$ cat config.mk
export PLATFORM = sky130hd
export DESIGN_NAME = ethernet_ipv4_port_header_extractor_unit_flat
export DESIGN_NICKNAME = d
export VERILOG_FILES = /design/src/rtl/eiphx_pkg.sv /design/src/rtl/eiphx_intf.sv /design/src/rtl/eiphx_parser.sv /design/src/rtl/ethernet_ipv4_port_header_extractor_unit.sv /design/src/flat_wrapper.sv
export SDC_FILE = /design/constraint.sdc
export NUM_CORES = 1
export LEC_CHECK = 0
export ABC_CLOCK_PERIOD_IN_PS = 9100
export BUFFER_PORTS_ARGS = -buffer_cell sky130_fd_sc_hd__buf_4
export CORE_MARGIN = 10
export CORE_UTILIZATION = 56
export DETAILED_ROUTE_END_ITERATION = 7
export PLACE_DENSITY = 0.79
export SLEW_MARGIN = 20
export SYNTH_ARGS = -nofsm -noshare
export SYNTH_HDL_FRONTEND = slang
export SYNTH_SLANG_ARGS = --single-unit
$ cat constraint.sdc
create_clock -name clock -period 9.1 [get_ports clock]
set_input_delay 0.455 -clock clock [delete_from_list [all_inputs] [get_ports clock]]
set_output_delay 0.455 -clock clock [all_outputs]
set_load 0.005 [all_outputs]
$ cat src/rtl/eiphx_pkg.sv
// ----------------------------------------------------------------------------
// eiphx_pkg
// Shared types and constants of the Ethernet/IPv4 port header extractor:
// frame offsets, protocol codes, status codes and the result record.
// ----------------------------------------------------------------------------
package eiphx_pkg;

   // Byte counter width; the count saturates at its all-ones value.
   localparam int unsigned COUNT_W = 7;

   // Frame offsets and length thresholds, in bytes.
   localparam logic [COUNT_W-1:0] ETH_HDR_END  = 7'd14;
   localparam logic [COUNT_W-1:0] PROTO_AT     = 7'd23;
   localparam logic [COUNT_W-1:0] SRC_IP_AT    = 7'd26;
   localparam logic [COUNT_W-1:0] DST_IP_AT    = 7'd30;
   localparam logic [COUNT_W-1:0] IP_MIN_END   = 7'd34;
   localparam logic [COUNT_W-1:0] PORT_BYTES   = 7'd4;
   localparam logic [COUNT_W-1:0] TCP_MIN      = 7'd20;
   localparam logic [COUNT_W-1:0] UDP_MIN      = 7'd8;
   localparam logic [COUNT_W-1:0] COUNT_MAX    = 7'd127;

   // Header codes.
   localparam logic [15:0] KIND_IPV4 = 16'h0800;
   localparam logic [7:0]  PROTO_TCP = 8'd6;
   localparam logic [7:0]  PROTO_UDP = 8'd17;

   // Register file: two registers at word addresses, index taken from paddr[2].
   localparam int unsigned CSR_ADDR_W = 3;
   localparam logic REG_TCP_SEL = 1'b0;
   localparam logic REG_UDP_SEL = 1'b1;

   typedef enum logic [2:0] {
      STATUS_SHORT_FRAME = 3'd0,
      STATUS_NOT_IPV4    = 3'd1,
      STATUS_SHORT_IP    = 3'd2,
      STATUS_IP_ONLY     = 3'd3,
      STATUS_SHORT_TCP   = 3'd4,
      STATUS_TCP         = 3'd5,
      STATUS_SHORT_UDP   = 3'd6,
      STATUS_UDP         = 3'd7
   } parse_status_type;

   typedef struct packed {
      logic tcp_ports_on;
      logic udp_ports_on;
   } port_select_type;

   typedef struct packed {
      logic [47:0]      dest_mac;
      logic [47:0]      source_mac;
      logic [15:0]      ether_kind;
      logic [31:0]      source_ip;
      logic [31:0]      dest_ip;
      logic [7:0]       ip_protocol;
      logic [15:0]      source_port;
      logic [15:0]      dest_port;
      parse_status_type parse_status;
   } header_result_type;

endpackage

$ cat src/rtl/eiphx_intf.sv
// ----------------------------------------------------------------------------
// eiphx_intf
// Valid/ready channels of the extractor: frame bytes in, header records out.
// ----------------------------------------------------------------------------
interface eiphx_req_if;
   logic       valid;
   logic       ready;
   logic [7:0] frame_byte;
   logic       frame_last;

   modport source (output valid, output frame_byte, output frame_last, input ready);
   modport sink   (input valid, input frame_byte, input frame_last, output ready);
endinterface

interface eiphx_rsp_if;
   logic        valid;
   logic        ready;
   logic [47:0] dest_mac;
   logic [47:0] source_mac;
   logic [15:0] ether_kind;
   logic [31:0] source_ip;
   logic [31:0] dest_ip;
   logic [7:0]  ip_protocol;
   logic [15:0] source_port;
   logic [15:0] dest_port;
   logic [2:0]  parse_status;

   modport source (output valid, output dest_mac, output source_mac, output ether_kind,
                   output source_ip, output dest_ip, output ip_protocol,
                   output source_port, output dest_port, output parse_status,
                   input ready);
   modport sink   (input valid, input dest_mac, input source_mac, input ether_kind,
                   input source_ip, input dest_ip, input ip_protocol,
                   input source_port, input dest_port, input parse_status,
                   output ready);
endinterface

$ cat src/rtl/eiphx_parser.sv
// ----------------------------------------------------------------------------
// eiphx_parser
// Per-frame capture state. Each stepped byte is placed into its header field
// by offset; on the last byte the frame status is worked out and the state
// is cleared for the next frame.
// ----------------------------------------------------------------------------
module eiphx_parser import eiphx_pkg::*; (
   input  logic              clock,
   input  logic              reset,
   input  logic              step,
   input  logic [7:0]        frame_byte,
   input  logic              frame_last,
   input  port_select_type   port_select,
   output header_result_type result
);

   logic [COUNT_W-1:0] byte_index_ff, byte_index_in;
   logic [3:0]         header_words_ff, header_words_in;
   logic [47:0]        dest_mac_ff, dest_mac_in;
   logic [47:0]        source_mac_ff, source_mac_in;
   logic [15:0]        ether_kind_ff, ether_kind_in;
   logic [31:0]        source_ip_ff, source_ip_in;
   logic [31:0]        dest_ip_ff, dest_ip_in;
   logic [7:0]         protocol_ff, protocol_in;
   logic [31:0]        ports_ff, ports_in;

   // Field values with the current byte folded in, before any clearing.
   logic [COUNT_W-1:0] len;
   logic [3:0]         cap_words;
   logic [47:0]        cap_dest_mac;
   logic [47:0]        cap_source_mac;
   logic [15:0]        cap_kind;
   logic [31:0]        cap_source_ip;
   logic [31:0]        cap_dest_ip;
   logic [7:0]         cap_protocol;
   logic [31:0]        cap_ports;
   logic               capture;
   logic [COUNT_W-1:0] port_at;
   logic [COUNT_W-1:0] port_rel;
   logic               in_ports;
   logic [COUNT_W-1:0] l4_start;
   parse_status_type   status;
   logic               ip_ok;
   logic               ports_ok;

   // Capture of the current byte at its big-endian position.
   always_comb begin
      capture        = (byte_index_ff != COUNT_MAX);
      cap_words      = header_words_ff;
      cap_dest_mac   = dest_mac_ff;
      cap_source_mac = source_mac_ff;
      cap_kind       = ether_kind_ff;
      cap_source_ip  = source_ip_ff;
      cap_dest_ip    = dest_ip_ff;
      cap_protocol   = protocol_ff;
      cap_ports      = ports_ff;

      for (int i = 0; i < 6; i++) begin
         if (capture && byte_index_ff == COUNT_W'(i)) begin
            cap_dest_mac[8*(5-i) +: 8] = dest_mac_ff[8*(5-i) +: 8] | frame_byte;
         end
         if (capture && byte_index_ff == COUNT_W'(i + 6)) begin
            cap_source_mac[8*(5-i) +: 8] = source_mac_ff[8*(5-i) +: 8] | frame_byte;
         end
      end
      for (int i = 0; i < 2; i++) begin
         if (capture && byte_index_ff == COUNT_W'(i + 12)) begin
            cap_kind[8*(1-i) +: 8] = ether_kind_ff[8*(1-i) +: 8] | frame_byte;
         end
      end
      for (int i = 0; i < 4; i++) begin
         if (capture && byte_index_ff == SRC_IP_AT + COUNT_W'(i)) begin
            cap_source_ip[8*(3-i) +: 8] = source_ip_ff[8*(3-i) +: 8] | frame_byte;
         end
         if (capture && byte_index_ff == DST_IP_AT + COUNT_W'(i)) begin
            cap_dest_ip[8*(3-i) +: 8] = dest_ip_ff[8*(3-i) +: 8] | frame_byte;
         end
      end
      if (capture && byte_index_ff == PROTO_AT) begin
         cap_protocol = frame_byte;
      end
      if (capture && byte_index_ff == ETH_HDR_END) begin
         cap_words = frame_byte[3:0];
      end

      // The port words follow the IP header, whose length is taken unchecked.
      port_at  = ETH_HDR_END + {1'b0, cap_words, 2'b00};
      port_rel = byte_index_ff - port_at;
      in_ports = capture && (byte_index_ff >= ETH_HDR_END) && (byte_index_ff >= port_at)
                 && (byte_index_ff < port_at + PORT_BYTES);
      for (int i = 0; i < 4; i++) begin
         if (in_ports && port_rel[1:0] == 2'(i)) begin
            cap_ports[8*(3-i) +: 8] = ports_ff[8*(3-i) +: 8] | frame_byte;
         end
      end

      len = (byte_index_ff == COUNT_MAX) ? COUNT_MAX : byte_index_ff + 1'b1;
   end

   // Frame status from the saturated length and the captured header.
   always_comb begin
      l4_start = ETH_HDR_END + {1'b0, cap_words, 2'b00};
      if (len < ETH_HDR_END) begin
         status = STATUS_SHORT_FRAME;
      end else if (cap_kind != KIND_IPV4) begin
         status = STATUS_NOT_IPV4;
      end else if (len < IP_MIN_END) begin
         status = STATUS_SHORT_IP;
      end else if (port_select.tcp_ports_on && cap_protocol == PROTO_TCP) begin
         status = (len < l4_start + TCP_MIN) ? STATUS_SHORT_TCP : STATUS_TCP;
      end else if (port_select.udp_ports_on && cap_protocol == PROTO_UDP) begin
         status = (len < l4_start + UDP_MIN) ? STATUS_SHORT_UDP : STATUS_UDP;
      end else begin
         status = STATUS_IP_ONLY;
      end
      ip_ok    = (status != STATUS_SHORT_FRAME) && (status != STATUS_NOT_IPV4)
                 && (status != STATUS_SHORT_IP);
      ports_ok = (status == STATUS_TCP) || (status == STATUS_UDP);

      result.dest_mac     = cap_dest_mac;
      result.source_mac   = cap_source_mac;
      result.ether_kind   = cap_kind;
      result.source_ip    = ip_ok ? cap_source_ip : '0;
      result.dest_ip      = ip_ok ? cap_dest_ip : '0;
      result.ip_protocol  = ip_ok ? cap_protocol : '0;
      result.source_port  = ports_ok ? cap_ports[31:16] : '0;
      result.dest_port    = ports_ok ? cap_ports[15:0] : '0;
      result.parse_status = status;
   end

   // Next state: hold when idle, take the capture, clear after the last byte.
   always_comb begin
      byte_index_in   = byte_index_ff;
      header_words_in = header_words_ff;
      dest_mac_in     = dest_mac_ff;
      source_mac_in   = source_mac_ff;
      ether_kind_in   = ether_kind_ff;
      source_ip_in    = source_ip_ff;
      dest_ip_in      = dest_ip_ff;
      protocol_in     = protocol_ff;
      ports_in        = ports_ff;
      if (step && frame_last) begin
         byte_index_in   = '0;
         header_words_in = '0;
         dest_mac_in     = '0;
         source_mac_in   = '0;
         ether_kind_in   = '0;
         source_ip_in    = '0;
         dest_ip_in      = '0;
         protocol_in     = '0;
         ports_in        = '0;
      end else if (step) begin
         byte_index_in   = len;
         header_words_in = cap_words;
         dest_mac_in     = cap_dest_mac;
         source_mac_in   = cap_source_mac;
         ether_kind_in   = cap_kind;
         source_ip_in    = cap_source_ip;
         dest_ip_in      = cap_dest_ip;
         protocol_in     = cap_protocol;
         ports_in        = cap_ports;
      end
   end

   always_ff @(posedge clock) begin
      if (reset) begin
         byte_index_ff   <= '0;
         header_words_ff <= '0;
         dest_mac_ff     <= '0;
         source_mac_ff   <= '0;
         ether_kind_ff   <= '0;
         source_ip_ff    <= '0;
         dest_ip_ff      <= '0;
         protocol_ff     <= '0;
         ports_ff        <= '0;
      end else begin
         byte_index_ff   <= byte_index_in;
         header_words_ff <= header_words_in;
         dest_mac_ff     <= dest_mac_in;
         source_mac_ff   <= source_mac_in;
         ether_kind_ff   <= ether_kind_in;
         source_ip_ff    <= source_ip_in;
         dest_ip_ff      <= dest_ip_in;
         protocol_ff     <= protocol_in;
         ports_ff        <= ports_in;
      end
   end

endmodule

$ cat src/rtl/ethernet_ipv4_port_header_extractor_unit.sv
// ----------------------------------------------------------------------------
// ethernet_ipv4_port_header_extractor_unit
// Extracts Ethernet, IPv4 and TCP/UDP port header fields from a byte stream
// and delivers one header record with a parse status per frame.
// ----------------------------------------------------------------------------
// The block takes one frame byte per cycle on req, except while a last byte
// waits in the input register. Each byte is held in the input register; for
// a byte marked last, the capture and status logic then loads the result
// register, which offers the header record on rsp until it is taken.
// Bytes that are not last produce nothing and never stall. A last byte waits
// in the input register only while the result register still holds a record
// that has not been taken. Port extraction for TCP and UDP is enabled by the
// TCP select register (address 0) and the UDP select register (address 4),
// which should be written only while no frame is in progress.
// ----------------------------------------------------------------------------
module ethernet_ipv4_port_header_extractor_unit import eiphx_pkg::*; (
   input  logic                  clock,
   input  logic                  reset,
   eiphx_req_if.sink             req,
   eiphx_rsp_if.source           rsp,
   input  logic                  psel,
   input  logic                  penable,
   input  logic                  pwrite,
   input  logic [CSR_ADDR_W-1:0] paddr,
   input  logic [31:0]           pwdata,
   output logic [31:0]           prdata,
   output logic                  pready
);

   logic              tcp_sel_ff, tcp_sel_in;
   logic              udp_sel_ff, udp_sel_in;
   logic              in_valid_ff, in_valid_in;
   logic [7:0]        in_byte_ff;
   logic              in_last_ff;
   logic              rsp_valid_ff, rsp_valid_in;
   header_result_type rsp_data_ff;
   header_result_type frame_result;
   port_select_type   port_select;
   logic              out_free;
   logic              step;
   logic              csr_write;

   // Register file writes and reads.
   assign csr_write = psel && penable && pwrite;
   assign pready    = 1'b1;

   always_comb begin
      tcp_sel_in = tcp_sel_ff;
      udp_sel_in = udp_sel_ff;
      if (csr_write) begin
         unique case (paddr[2])
            REG_TCP_SEL: tcp_sel_in = pwdata[0];
            REG_UDP_SEL: udp_sel_in = pwdata[0];
            default: ;
         endcase
      end
   end

   always_comb begin
      prdata = '0;
      unique case (paddr[2])
         REG_TCP_SEL: prdata[0] = tcp_sel_ff;
         REG_UDP_SEL: prdata[0] = udp_sel_ff;
         default: ;
      endcase
   end

   // Handshake: the input register moves on unless a last item finds the
   // result register occupied.
   assign out_free     = !rsp_valid_ff || rsp.ready;
   assign step         = in_valid_ff && (!in_last_ff || out_free);
   assign req.ready    = !in_valid_ff || step;
   assign in_valid_in  = req.valid ? 1'b1 : (in_valid_ff && !step);
   assign rsp_valid_in = (step && in_last_ff) ? 1'b1 : (rsp_valid_ff && !rsp.ready);

   assign port_select.tcp_ports_on = tcp_sel_ff;
   assign port_select.udp_ports_on = udp_sel_ff;

   eiphx_parser u_parser (
      .clock       (clock),
      .reset       (reset),
      .step        (step),
      .frame_byte  (in_byte_ff),
      .frame_last  (in_last_ff),
      .port_select (port_select),
      .result      (frame_result)
   );

   // Control registers.
   always_ff @(posedge clock) begin
      if (reset) begin
         tcp_sel_ff   <= 1'b0;
         udp_sel_ff   <= 1'b0;
         in_valid_ff  <= 1'b0;
         rsp_valid_ff <= 1'b0;
      end else begin
         tcp_sel_ff   <= tcp_sel_in;
         udp_sel_ff   <= udp_sel_in;
         in_valid_ff  <= (req.valid && req.ready) ? 1'b1 : in_valid_in && !step;
         rsp_valid_ff <= rsp_valid_in;
      end
   end

   // Payload registers.
   always_ff @(posedge clock) begin
      if (req.valid && req.ready) begin
         in_byte_ff <= req.frame_byte;
         in_last_ff <= req.frame_last;
      end
      if (step && in_last_ff) begin
         rsp_data_ff <= frame_result;
      end
   end

   // Result channel.
   assign rsp.valid        = rsp_valid_ff;
   assign rsp.dest_mac     = rsp_data_ff.dest_mac;
   assign rsp.source_mac   = rsp_data_ff.source_mac;
   assign rsp.ether_kind   = rsp_data_ff.ether_kind;
   assign rsp.source_ip    = rsp_data_ff.source_ip;
   assign rsp.dest_ip      = rsp_data_ff.dest_ip;
   assign rsp.ip_protocol  = rsp_data_ff.ip_protocol;
   assign rsp.source_port  = rsp_data_ff.source_port;
   assign rsp.dest_port    = rsp_data_ff.dest_port;
   assign rsp.parse_status = rsp_data_ff.parse_status;

endmodule
$ cat src/flat_wrapper.sv
// flat-port wrapper written by rule: the top's interface ports become plain ports
module ethernet_ipv4_port_header_extractor_unit_flat import eiphx_pkg::*;
  (clock, reset, psel, penable, pwrite, paddr, pwdata, prdata, pready, req_valid, req_frame_byte, req_frame_last, req_ready, rsp_valid, rsp_dest_mac, rsp_source_mac, rsp_ether_kind, rsp_source_ip, rsp_dest_ip, rsp_ip_protocol, rsp_source_port, rsp_dest_port, rsp_parse_status, rsp_ready);
  eiphx_req_if req_i ();
  eiphx_rsp_if rsp_i ();
  input  logic clock;
  input  logic reset;
  input  logic psel;
  input  logic penable;
  input  logic pwrite;
  input  logic [CSR_ADDR_W-1:0] paddr;
  input  logic [31:0] pwdata;
  output logic [31:0] prdata;
  output logic pready;
  input wire logic [$bits(req_i.valid)-1:0] req_valid;
  input wire logic [$bits(req_i.frame_byte)-1:0] req_frame_byte;
  input wire logic [$bits(req_i.frame_last)-1:0] req_frame_last;
  output wire logic [$bits(req_i.ready)-1:0] req_ready;
  output wire logic [$bits(rsp_i.valid)-1:0] rsp_valid;
  output wire logic [$bits(rsp_i.dest_mac)-1:0] rsp_dest_mac;
  output wire logic [$bits(rsp_i.source_mac)-1:0] rsp_source_mac;
  output wire logic [$bits(rsp_i.ether_kind)-1:0] rsp_ether_kind;
  output wire logic [$bits(rsp_i.source_ip)-1:0] rsp_source_ip;
  output wire logic [$bits(rsp_i.dest_ip)-1:0] rsp_dest_ip;
  output wire logic [$bits(rsp_i.ip_protocol)-1:0] rsp_ip_protocol;
  output wire logic [$bits(rsp_i.source_port)-1:0] rsp_source_port;
  output wire logic [$bits(rsp_i.dest_port)-1:0] rsp_dest_port;
  output wire logic [$bits(rsp_i.parse_status)-1:0] rsp_parse_status;
  input wire logic [$bits(rsp_i.ready)-1:0] rsp_ready;
  assign req_i.valid = req_valid;
  assign req_i.frame_byte = req_frame_byte;
  assign req_i.frame_last = req_frame_last;
  assign req_ready = req_i.ready;
  assign rsp_valid = rsp_i.valid;
  assign rsp_dest_mac = rsp_i.dest_mac;
  assign rsp_source_mac = rsp_i.source_mac;
  assign rsp_ether_kind = rsp_i.ether_kind;
  assign rsp_source_ip = rsp_i.source_ip;
  assign rsp_dest_ip = rsp_i.dest_ip;
  assign rsp_ip_protocol = rsp_i.ip_protocol;
  assign rsp_source_port = rsp_i.source_port;
  assign rsp_dest_port = rsp_i.dest_port;
  assign rsp_parse_status = rsp_i.parse_status;
  assign rsp_i.ready = rsp_ready;
  ethernet_ipv4_port_header_extractor_unit u_core (.clock(clock), .reset(reset), .req(req_i), .rsp(rsp_i), .psel(psel), .penable(penable), .pwrite(pwrite), .paddr(paddr), .pwdata(pwdata), .prdata(prdata), .pready(pready));
endmodule
==> impl_metrics.csv <==
group,metric,value,unit
power,power_frac_seq,51.1,%
power,p_comb_share,5.5,%
power,p_leak,8.871,nW
setup_path,ff2ff_setup_slack,4.68,ns
power,powerDensity,199.4,mW/mm2
global_route,track_usage,24.00,%
placed_design,gp_congestion,0.8472,
finish,syn_to_final_growth,18.43,%
power,internal-power,3.358,mW
clock_network,clk_pin_slew,0.06,ns
global_route,grt_max_degree,83,
setup_path,critPathCaptureType,"flop",
floorplanning,dieArea,0.04042,mm2
floorplanning,coreArea,0.03245,mm2
synthesis,postSynthCellCount,1673,
clock_network,cts_made_buffers,46,
hold_path,hold_end,"u_core.in_last_ff",
synthesis,async_flop_share,0,%
synthesis,syn_avg_cell_area,10.97,um2
clock_network,cts_resized,0,
synthesis,yosysSeqAreaShare,62.49,%
drt,route.vias.total,13560,
sta,drv_slew,0,
hold_path,hp-start,"req_frame_last",
floorplanning,initial_core_util,56.57,%
clock_network,clock_sinks,459,
synthesis,yosysWarningCount,0,
floorplanning,rows,66,
power,sw_frac_of_total,22.55,%
finish,fin_area,0.02174,mm2
clock_network,clockBufferDepth,3,
synthesis,synth_flop_cell,"dfxtp_1",
status,outcome,"complete, no violations",
sta,hold_violations,0,
hold_path,min_delay_path_depth,1,
clock_network,worstSkewPairLatency,0.55,ns
finish,n_antenna_cell,0,
sta,setup_violations,0,
placed_design,dp_hpwl,30.43,mm
global_route,grt_pass1_wl,77.54,mm
drt,wl,50.78,mm
clock_network,cts_setup_buffers,0,
power,ir_drop,0.1380,mV
setup_path,r2r_end,"u_core.rsp.source_port[2]",
clock_network,cts_root_buffer,"clkbuf_16",
sta,fin_skew,0.01598,ns
run,max_cap_viol_count,0,
global_route,first_global_vias,13130,
power,power.total,4.336,mW
setup_path,r2r_cells,15,
drt,drt_iter0_drc,1461,
sta,rsz0062_at_grt,"false",
setup_path,r2r_start,"u_core.u_parser.byte_index_ff[5]",
floorplanning,die_y,201.1,um
setup_path,crit_required,9.38,ns
sta,timing.hold.ws,0.08011,ns
drt,postRouteAntennaNets,0,
clock_network,htreeDepth,2,
sta,tns,0,ns
drt,wire_per_inst,22.04,um
floorplanning,ios,305,
drt,via_per_inst,5.884,
sta,worstMarginPinSlew,1.037,ns
global_route,globalRoute.totalOverflow,0,
synthesis,synth_edf_count,228,
finish,drive_above_1_share,21.43,%
synthesis,syn_area,0.01836,mm2
sta,fmax,226.1,MHz
drt,drc,0,
setup_path,cp-start-kind,"flop",
power,clockPowerShare,43.4,%
hold_path,min_path_type,"in -> reg",
drt,dr.pass1.iters,6,
clock_network,cts_tree,"done",
power,p_switching,0.9779,mW
sta,fin_crit_sh,48.60,%
sta,fin_crit,4.423,ns
setup_path,worstPathArrival,4.70,ns
sta,relSlewSlack,30.52,%
placed_design,io_buffer_count,239,
global_route,antenna_found_initial,1,
setup_path,critPathMaxFanout,32,
placed_design,placed_area,0.02016,mm2
clock_network,postCtsHoldBufs,0,
synthesis,ys_types,67,
floorplanning,die_w,201.1,um
setup_path,crit_type,"reg -> reg",
synthesis,synth_seq_cells,459,
finish,final_net_count,1902,
==> power by group through the flow <==
stage	clock network [mW]	registers, mW	logic [mW]
after floorplan	0	2.26	0.145
after global placement	0	2.26	0.229
after detailed placement	0	2.26	0.232
after CTS	1.90	2.22	0.234
after global routing	1.98	2.22	0.257
final	1.88	2.22	0.238
==> synthesized netlist by cell type (all sizes together) (5+ instances only) <==
master,number,area share (%)
inv,17,0.35
nand4,5,0.17
ha,27,1.8
nor4,9,0.39
and2,31,1.1
a41oi,66,3.1
dfxtp,231,25
a21o,115,4.7
nor2,311,6.4
mux2i,14,0.78
nand2,37,0.76
edfxtp,228,37
buf,74,2.5
clkbuf,118,2.4
and3,5,0.17
o21ai,5,0.14
nor3,44,2.1
nor3b,16,0.65
nand3,5,0.16
a211oi,9,0.37
o211ai,5,0.20
a21oi,245,6.7
==> worst max-delay path, cell delays in order, from the launching register on <==
cell and delay (ns):
dfxtp_1 0.73, nor2_2 0.14, nand3_2 0.20, mux2i_1 0.57, inv_1 0.22, ha_1 0.29
nor4b_1 0.29, a31oi_1 0.08, o22a_1 0.21, ha_1 0.31, a21oi_1 0.15, o21a_1 0.16
a21oi_1 0.10, a21oi_4 0.13, buf_4 0.44, nor3_1 0.11
==> logic make-up after synthesis <==
kind of cell / after synthesis / share of synthesized area [%]
buffers and inverters: 209 / 5.234
DFF: 459 / 62.49
adders and majority gates: 27 / 1.840
xor gates and xnor gates: 8 / 0.3816
AOI/OAI and AO/OA: 467 / 16.36
other: 2 / 0.04091
and+or+nand+nor: 484 / 12.69
muxes: 17 / 0.9678
==> final cells by class <==
class | instances | area [um2]
clock inverters | 26 | 225.2
clock buffers | 60 | 1294
repair buffers | 265 | 2029
multi-input cells | 1035 | 6105
fillers | 2411 | 10710
well taps | 442 | 553.0
inverters | 17 | 63.81
flip-flops and latches | 459 | 11470
==> cells in the final DEF (no fill, tap or decap), types with 16 or more instances in the layout <==
cell	n
nor3b_1	16
buf_4	263
ha_1	26
a21oi_1	244
a41oi_1	66
dfxtp_1	231
edfxtp_1	228
inv_1	17
clkbuf_16	46
and2_1	22
nor3_2	30
nand2_1	37
conb_1	32
nor2_1	310
a21o_1	115
==> worst max path at each step <==
stage	start	end	slack (ns)
final	u_core.u_parser.byte_index_ff[5]	u_core.rsp.source_port[2]	4.68
after global routing	u_core.u_parser.byte_index_ff[6]	u_core.rsp.source_port[2]	4.34
after CTS	u_core.u_parser.byte_index_ff[6]	u_core.rsp.source_port[2]	4.67
after detailed placement	u_core.u_parser.byte_index_ff[6]	u_core.rsp.source_port[2]	4.69
after global placement	u_core.u_parser.byte_index_ff[6]	u_core.rsp.source_port[0]	4.72
after floorplan	rsp_ready	u_core.u_parser.source_ip_ff[10]	1.59
==> registers in the layout (all words and copies together), names as in the netlist, 16 cells and up <==
| name | flops |
|---|---|
| u_core.rsp.dest_ip | 32 |
| u_core.rsp.dest_mac | 48 |
| u_core.rsp.dest_port | 16 |
| u_core.rsp.ether_kind | 16 |
| u_core.rsp.source_ip | 32 |
| u_core.rsp.source_mac | 48 |
| u_core.rsp.source_port | 16 |
| u_core.u_parser.dest_ip_ff | 32 |
| u_core.u_parser.dest_mac_ff | 48 |
| u_core.u_parser.ether_kind_ff | 16 |
| u_core.u_parser.ports_ff | 32 |
| u_core.u_parser.source_ip_ff | 32 |
| u_core.u_parser.source_mac_ff | 48 |
==> metal layers <==
metal	vias to the layer above	GRT usage, %	part of all wire, %
met3	83	4.922	8.7
met5	-	0	0
li1	6211	-	-
met2	675	37.60	47
met4	0	6.708	2.3
met1	6588	33.15	42
==> per-stage QoR <==
stage / std cells / util (%) / setup WS (ns)
after detailed placement: 2216 / 62.12 / 4.688
final: 2304 / 66.99 / 4.677
after floorplan: 1703 / - / 1.594
after global routing: 2304 / 66.99 / 4.335
after CTS: 2302 / 66.80 / 4.671
after global placement: 2216 / 62.10 / 4.724
No activity file was read; power rests on OpenSTA's default activity.
